File: src/sv/bba_pkg.sv
package bba_pkg;
	localparam int NumBlocksDef = 1024;
	localparam int MaxOrdersDef = 11;
	localparam int CfgW = 11;

	localparam logic [1:0] CMD_INIT   = 2'd0;
	localparam logic [1:0] CMD_ALLOC  = 2'd1;
	localparam logic [1:0] CMD_FREE   = 2'd2;
	localparam logic [1:0] CMD_UNUSED = 2'd3;

	localparam logic [1:0] ST_OK    = 2'd0;
	localparam logic [1:0] ST_ORDER = 2'd1;
	localparam logic [1:0] ST_EMPTY = 2'd2;

	typedef struct packed {
		logic [1:0] command;
		logic [3:0] order;
		logic [9:0] block_index;
	} in_item_t;

	typedef struct packed {
		logic [1:0] status;
		logic [9:0] granted_block;
	} out_item_t;

	// controller states
	typedef enum logic [4:0] {
		S_IDLE,
		S_INIT_CLR,
		S_INIT_CHUNK,
		S_AL_CHECK,
		S_AL_POPRD,
		S_AL_POPWR,
		S_AL_SCAN,
		S_AL_SPRD,
		S_AL_SPWR1,
		S_AL_SPWR2,
		S_FR_START,
		S_FR_RD,
		S_FR_CMP,
		S_FR_UNRD,
		S_FR_UNWR,
		S_FR_PUSH,
		S_DONE
	} state_t;

	// commands from controller to datapath
	typedef struct packed {
		logic load;        // capture input item
		logic init_start;  // clamp total, set counts, clear heads
		logic init_chunk;  // push one chunk of init
		logic scan_start;  // scan_ord <= ord + 1
		logic scan_inc;
		logic rd_head;     // read link of head[ord]
		logic rd_scan;     // read link of head[scan_ord]
		logic pop_wr;      // head[ord] <= rdata, link[r] <= 0, grant r
		logic split_wr1;   // head[scan] <= rdata, link[p1] <= p2
		logic split_wr2;   // link[p2] <= head[scan-1], head[scan-1] <= p1
		logic fr_start;    // prev <= 0, cur <= head[ord], steps <= 0
		logic fr_rd;       // read link of cur
		logic fr_adv;      // prev <= cur, cur <= rdata, steps++
		logic un_rd;       // read link of cur (for unlink)
		logic un_wr;       // unlink cur, merge, ord++
		logic push_wr;     // link[sp] <= head[ord], head[ord] <= sp
		logic set_stat;
		logic [1:0] stat;
	} cmd_t;

	// datapath status to controller
	typedef struct packed {
		logic [1:0] command;
		logic ord_bad;     // ord >= order_count
		logic sp_bad;      // free of block 0 or beyond range
		logic rem_zero;
		logic head_nz;     // head[ord] != 0
		logic scan_end;    // scan_ord >= order_count
		logic scan_nz;     // head[scan_ord] != 0
		logic cur_zero;
		logic steps_end;
		logic match;       // buddy found at cur (needs link read)
		logic ord_top;     // ord >= order_count
	} stat_t;
endpackage

File: src/sv/bba_ctrl.sv
module bba_ctrl (
	input  logic                clk,
	input  logic                arst_n,
	input  logic                in_valid,
	output logic                in_stall,
	output logic                out_valid,
	input  logic                out_stall,
	output logic                cfg_ready,
	input  bba_pkg::stat_t      stat,
	output bba_pkg::cmd_t       cmd
);
	bba_pkg::state_t state_q, state_d;

	always_ff @(posedge clk or negedge arst_n) begin
		if (!arst_n) state_q <= bba_pkg::S_IDLE;
		else state_q <= state_d;
	end

	// next state
	always_comb begin
		state_d = state_q;
		unique case (state_q)
			bba_pkg::S_IDLE: if (in_valid) state_d = bba_pkg::S_AL_CHECK;
			bba_pkg::S_AL_CHECK: begin
				case (stat.command)
					bba_pkg::CMD_INIT:  state_d = bba_pkg::S_INIT_CLR;
					bba_pkg::CMD_ALLOC: state_d = stat.ord_bad ? bba_pkg::S_DONE :
						(stat.head_nz ? bba_pkg::S_AL_POPRD : bba_pkg::S_AL_SCAN);
					bba_pkg::CMD_FREE:  state_d = (stat.ord_bad || stat.sp_bad) ?
						bba_pkg::S_DONE : bba_pkg::S_FR_START;
					default: state_d = bba_pkg::S_DONE;
				endcase
			end
			bba_pkg::S_INIT_CLR: state_d = bba_pkg::S_INIT_CHUNK;
			bba_pkg::S_INIT_CHUNK: if (stat.rem_zero) state_d = bba_pkg::S_DONE;
			bba_pkg::S_AL_POPRD: state_d = bba_pkg::S_AL_POPWR;
			bba_pkg::S_AL_POPWR: state_d = bba_pkg::S_DONE;
			bba_pkg::S_AL_SCAN: begin
				if (stat.scan_end) state_d = bba_pkg::S_DONE;
				else if (stat.scan_nz) state_d = bba_pkg::S_AL_SPRD;
			end
			bba_pkg::S_AL_SPRD: state_d = bba_pkg::S_AL_SPWR1;
			bba_pkg::S_AL_SPWR1: state_d = bba_pkg::S_AL_SPWR2;
			bba_pkg::S_AL_SPWR2: state_d = bba_pkg::S_AL_CHECK;
			// merge past the top order drops the chunk
			bba_pkg::S_FR_START: state_d = stat.ord_top ? bba_pkg::S_DONE : bba_pkg::S_FR_RD;
			bba_pkg::S_FR_RD: begin
				if (stat.cur_zero || stat.steps_end) state_d = bba_pkg::S_FR_PUSH;
				else state_d = bba_pkg::S_FR_CMP;
			end
			bba_pkg::S_FR_CMP: state_d = stat.match ? bba_pkg::S_FR_UNWR : bba_pkg::S_FR_RD;
			bba_pkg::S_FR_UNRD: state_d = bba_pkg::S_FR_UNWR;
			bba_pkg::S_FR_UNWR: state_d = bba_pkg::S_FR_START;
			bba_pkg::S_FR_PUSH: state_d = bba_pkg::S_DONE;
			bba_pkg::S_DONE: if (!out_stall) state_d = bba_pkg::S_IDLE;
			default: state_d = bba_pkg::S_IDLE;
		endcase
	end

	// outputs
	always_comb begin
		cmd = '0;
		in_stall  = (state_q != bba_pkg::S_IDLE);
		out_valid = (state_q == bba_pkg::S_DONE);
		cfg_ready = (state_q == bba_pkg::S_IDLE);
		unique case (state_q)
			bba_pkg::S_IDLE: cmd.load = in_valid;
			bba_pkg::S_AL_CHECK: begin
				if (stat.command == bba_pkg::CMD_INIT) cmd.init_start = 1'b1;
				if (stat.command == bba_pkg::CMD_ALLOC) begin
					if (stat.ord_bad) begin
						cmd.set_stat = 1'b1;
						cmd.stat = bba_pkg::ST_ORDER;
					end else if (stat.head_nz) cmd.rd_head = 1'b1;
					else cmd.scan_start = 1'b1;
				end
				if (stat.command == bba_pkg::CMD_FREE && stat.ord_bad) begin
					cmd.set_stat = 1'b1;
					cmd.stat = bba_pkg::ST_ORDER;
				end
			end
			bba_pkg::S_INIT_CHUNK: cmd.init_chunk = !stat.rem_zero;
			bba_pkg::S_AL_POPWR: cmd.pop_wr = 1'b1;
			bba_pkg::S_AL_SCAN: begin
				if (stat.scan_end) begin
					cmd.set_stat = 1'b1;
					cmd.stat = bba_pkg::ST_EMPTY;
				end else if (stat.scan_nz) cmd.rd_scan = 1'b1;
				else cmd.scan_inc = 1'b1;
			end
			bba_pkg::S_AL_SPWR1: cmd.split_wr1 = 1'b1;
			bba_pkg::S_AL_SPWR2: cmd.split_wr2 = 1'b1;
			bba_pkg::S_FR_START: cmd.fr_start = !stat.ord_top;
			bba_pkg::S_FR_RD: cmd.fr_rd = 1'b1;
			bba_pkg::S_FR_CMP: begin
				if (stat.match) cmd.un_rd = 1'b1;
				else cmd.fr_adv = 1'b1;
			end
			bba_pkg::S_FR_UNWR: cmd.un_wr = 1'b1;
			bba_pkg::S_FR_PUSH: cmd.push_wr = 1'b1;
			default: ;
		endcase
	end
endmodule

File: config.mk
export PLATFORM = sky130hd
export DESIGN_NAME = bba_ctrl
export DESIGN_NICKNAME = d
export VERILOG_FILES = /design/src/sv/bba_pkg.sv /design/src/sv/bba_ctrl.sv
export SDC_FILE = /design/constraint.sdc
export NUM_CORES = 1
export LEC_CHECK = 0
export BUFFER_PORTS_ARGS = -buffer_cell sky130_fd_sc_hd__buf_2
export CAP_MARGIN = 10
export CORE_ASPECT_RATIO = 0.6
export CORE_MARGIN = 4
export CORE_UTILIZATION = 25
export DETAILED_ROUTE_END_ITERATION = 8
export SYNTH_ARGS = -nofsm -noshare
export SYNTH_HDL_FRONTEND = slang
export SYNTH_SLANG_ARGS = --single-unit
File: constraint.sdc
create_clock -name clk -period 1.9 [get_ports clk]
set_input_delay 0.095 -clock clk [delete_from_list [all_inputs] [get_ports clk]]
set_output_delay 0.095 -clock clk [all_outputs]
set_load 0.05 [all_outputs]
### Word-level counts from Yosys, hierarchy flattened

Index checks and enable logic that the tools add are counted.

* register bits: 5
* bits in latches: 0
* bits in writable memories: 0
* memory bits (read-only): 0
* bits of input ports: 16
* output and inout port bits: 22
* word-level logic and storage cells: 79
* memories kept: 0

* add/sub/neg operators: 0
* multiply operators: 0
* divide/modulo/power cells: 0
* order comparisons: 0
* eq/ne operators: 22
* shifts and indexed selects: 0
* multiplexer cells: 46
* bitwise gates (word level): 0
* reductions and logical operators: 10

Operators with widths (number)
* 5-bit one-hot mux with 16 select lines: 1
* 5-bit by 4-bit == test with 1-bit output (second input constant): 8
* 5-bit 2-to-1 mux: 8
* 1-bit 2-to-1 mux: 27
* 5-bit by 3-bit == test with 1-bit output (second input constant): 4
* 3-bit 2-to-1 mux: 5
* 5-bit one-hot mux with 3 select lines: 1
* 5-bit by 2-bit == test with 1-bit output (second input constant): 2
* 2-bit 2-to-1 mux: 3
* 2-bit inequality test (second input constant): 3
* 3-bit one-hot mux with 2 select lines: 1
* 5-bit by 1-bit == test with 1-bit output (second input constant): 1
* 5-bit == test (second input constant): 1
* 5-bit zero test: 1
* 5-bit nonzero test: 1
* 4-bit AND reduction: 1
* 3-bit inequality test (second input constant): 1
* 2-bit by 1-bit == test with 1-bit output (second input constant): 1
* 2-bit == test (second input constant): 1
* 1-bit zero test: 2
* 2-bit zero test: 1
* 1-bit logical OR: 2
* 2-bit OR reduction: 1
* 1-bit logical AND: 1

### Depth between registers and ports, before layout

* depth after elaboration: 4
* mapped depth: 7
* gate-level depth less buffers: 5

### Worst setup path before layout

Ideal clock, no wire load.

* path kind: register to register
* from: reg state_q[2]
* to: reg state_q[0]
* setup time: 0.079 ns
* arrival: 2.534 ns
* required time: 1.821 ns
* slack: -0.714 ns
* stages on the path, launching flop included: 5
* path buffers: 0
* period minus slack after synthesis: 2.614 ns
* cell sequence: dfrtp_1 or2_2 nor4_1 nor4_1 nor2_1

* longest elaborated chain between the ends: 3
* elaborated cells on any way between the ends: 24
* those cells by class: eq/ne (20); mux (1); reduce/logical (3)

Ends and longest elaborated chain
* start: declaration: line bba_ctrl.sv:12 `bba_pkg::state_t state_q, state_d;`
* start signal: assignment: line bba_ctrl.sv:15 `if (!arst_n) state_q <= bba_pkg::S_IDLE;`
* start signal: assignment: line bba_ctrl.sv:16 `else state_q <= state_d;`
* 5-bit by 4-bit == test with 1-bit output, or another cell as far along: line bba_ctrl.sv:22 `unique case (state_q)`
* 2-bit OR reduction (no line), or another cell as far along
* 5-bit one-hot mux with 16 select lines or 4-bit AND reduction (tied branches)

Several ways; a longest one is shown, not always the timed one.
A chain may end at the register's enable or synchronous reset.

==> metrics.md <==
| Metric | Value |
|---|---|
| Status | `finished, final reports clean` |
| Die Y | `between 40 and 50 um` |
| Die ar. | `around 3500 sq um` |
| Port buffer count | `37` |
| CP startpoint kind | `register` |
| Worst Path Required | `1.80 ns` |
| Layout cell share with drive strength beyond 1 | `0.440` |
| Fin crit share | `0.974` |
| Via/cell ratio | `5.36` |
| TritonCTS clock tree | `yes` |
| Largest stage delay on the critical path | `about 0.44 ns` |
| Layout area overhead | `55.9%` |
| Cell area after placement | `between 900 and 1000 sq um` |
| CTS buffer count | `3` |
| # H-tree levels | `1` |
| TritonRoute pass-1 iters | `4` |
| Top flop regs | `state_q x5` |
| Ys Warns | `0` |
| Largest register FFs | `5` |
| Final Setup Violations | `0` |
| Clock transition at path regs | `0.03 ns` |
| DRT iter0 DRCs | `approximately 120` |
| Worst path slowest cell | `or3b_4` |
| Sequential share of the synthesized area | `0.191` |
| Overflow after GRT | `0` |
| Placeable core region | `between 2000 and 3000 sq um` |
| Dpl cells | `167` |
| Row cnt | `14` |
| Pwr Density | `1170 nW/um^2` |
| Final-report max-slew violation count | `0` |
| Critical path type | `register to output pin` |
| Fin Clk Skew | `between 0.001 and 0.0015 ns` |
| HP Class | `input pin to register` |
| Clock Root Buffer | `clkbuf_8` |
| Filler cell count | `274` |
| F_max | `around 540 MHz` |
| Met3 Track Usage GR | `0.0461` |
| Wire per inst | `14.7 um` |
| Peak VDD IR | `roughly 520 uV` |
| Post-Synthesis Cells | `98` |
| Largest net degree at the start of global routing | `14` |
| Mapped Nets | `114` |
| Global Route Usage Sum | `0.158` |
| Area contributors post-synth | `dfrtp_1, nor2_1, nor3_1` |
| Final Hold Viols | `0` |
| Vias in the first global route | `about 850` |
| Slew margin rel. | `0.727` |
| Final WL | `2540 um` |
| Nature of the critical path endpoint | `output pin` |
| Largest reg by FF count | `state_q` |
| Netlist cell types | `36` |
| Max-Cap Viols | `0` |
| Max clock buf depth | `2` |
| Synth top area share | `0.191` |
| Largest area contributor in the netlist | `dfrtp_1` |
| DRT antenna net count | `0` |
| Final min period | `1.85 ns` |
| Synth Register Bits | `5` |
| Mapped Avg Cell Area | `6.69 sq um` |
| Cell area after synthesis | `656 sq um` |
| Clock Sinks | `5` |
| Detail Placement HPWL | `2110 um` |
| Ys async rst share | `1.00` |
| Final hold slack | `between 0.09 and 0.1 ns` |
| Initial antenna violation count | `0` |
| M1 GR Usage | `0.237` |
| Post-synth EDFFs | `0` |
| Slew @ Worst Pin | `between 0.4 and 0.5 ns` |
| Number of remaining DRC errors | `0` |
| DR vias | `928` |
| I/O pins | `38` |
| Synth Flop Type | `dfrtp_1` |
| Final std cells w/o fill | `173` |
| First-pass GRT wire length | `4100 um` |
| Final #Nets | `~160` |
| Layer with the highest usage | `met1` |
| Initial Utilization | `0.262` |
| Routing usage on met2 | `0.208` |
| Post-route design area | `1020 sq um` |
| CP max FO | `5` |
| P_leak | `a little under 0.5 nW` |
| GPL Wtd Cong | `0.944` |
| Die width | `74.1 um` |
| Clock Latency Late Sink | `0.22 ns` |
| N_diodes | `0` |
| CP Cell Sequence | `or3b_4, or2_4, nor3b_2, buf_4` |
| WP data arrival | `~1.8 ns` |
[per-stage QoR]
stage	TNS, ns	total power, mW	setup WS [ns]	utilization
after floorplan	-0.162	0.772	-0.0968	-
after global placement	0	0.985	0.180	0.375
after detailed placement	0	0.988	0.242	0.375
after CTS	0	1.19	0.00285	0.398
after global routing	-0.00206	1.29	-0.00206	0.408
final	0	1.20	0.0485	0.408
[layout by cell type (no fill, tap or decap), types with 2 or more instances in the layout]
master / instances
nand2_1: 6
dfrtp_1: 4
inv_1: 6
nor3_1: 5
clkbuf_4: 2
or2_2: 2
nor2_2: 2
nor2_1: 14
nor3b_2: 2
buf_2: 32
nand2b_1: 3
nor3_2: 3
a21oi_1: 7
and3_1: 4
a31oi_1: 5
o21ai_0: 2
clkbuf_8: 3
a22o_1: 2
buf_4: 9
or3_1: 2
[power breakdown]
| part | internal, mW | switching, mW |
|---|---|---|
| sequential | 0.138 | 0.0259 |
| combinational | 0.275 | 0.562 |
| clock | 0.144 | 0.0530 |
| total | 0.558 | 0.641 |
[logic make-up after synthesis]
kind of cell	synth area share
buffers and inverters	0.0763
and+or+nand+nor	0.500
DFF	0.191
AOI/OAI and AO/OA	0.206
xor gates and xnor gates	0.0267
[path summary, 6_finish.rpt]
path | start | to | cells after the start | slack, ns
max | state_q[1] | cmd[12] | 4 | 0.05
min | out_stall | state_q[4] | 2 | 0.09
max reg2reg | state_q[1] | state_q[4] | 5 | 0.26
min reg2reg | state_q[1] | state_q[4] | 2 | 0.68
max in group asynchronous | arst_n | state_q[3] | 2 | 1.54
min in group asynchronous | arst_n | state_q[0] | 2 | 0.22
[final cells by class]
class                      count  area, sq um  area share
sequential                     5          126       0.124
clock buffer                   4         45.0      0.0441
timing repair buffer          45          264       0.258
multi-input combinational     81          524       0.513
inverter                       6         22.5      0.0220
tap                           32         40.0      0.0392
[what timing repair did]
item                                    4_1_cts  5_1_grt
pin swaps                                     0        1
endpoints found under the setup margin        1        5
endpoints found under the hold margin         5        0
resized for setup                             1        9
hold buffers                                  1        0
setup buffers                                 0        1
[routing by layer]
layer | part of all wire | vias to the layer above
met3 | 0.12 | 4
met1 | 0.51 | 421
met5 | 0 | -
li1 | - | 444
met4 | 0.0086 | 0
met2 | 0.37 | 59
[cell usage after synthesis (2+ instances only)]
cell type,instances
nor2_1,17
nor3_1,8
a21oi_1,7
inv_1,6
nand2_1,6
a31oi_1,5
dfrtp_1,5
and3_1,4
clkbuf_1,4
nand2b_1,3
nor3b_1,3
a22o_1,2
nor4_1,2
o21ai_0,2
or2_2,2
or3_1,2
[critical path, delay by kind of cell, from the launching register on]
kind,cells,cell delay [ns]
buffers and inverters,1,0.22
flip-flops,1,0.39
AND/OR/NAND/NOR,3,0.92
Note: power is estimated with default switching activity, not from simulation.
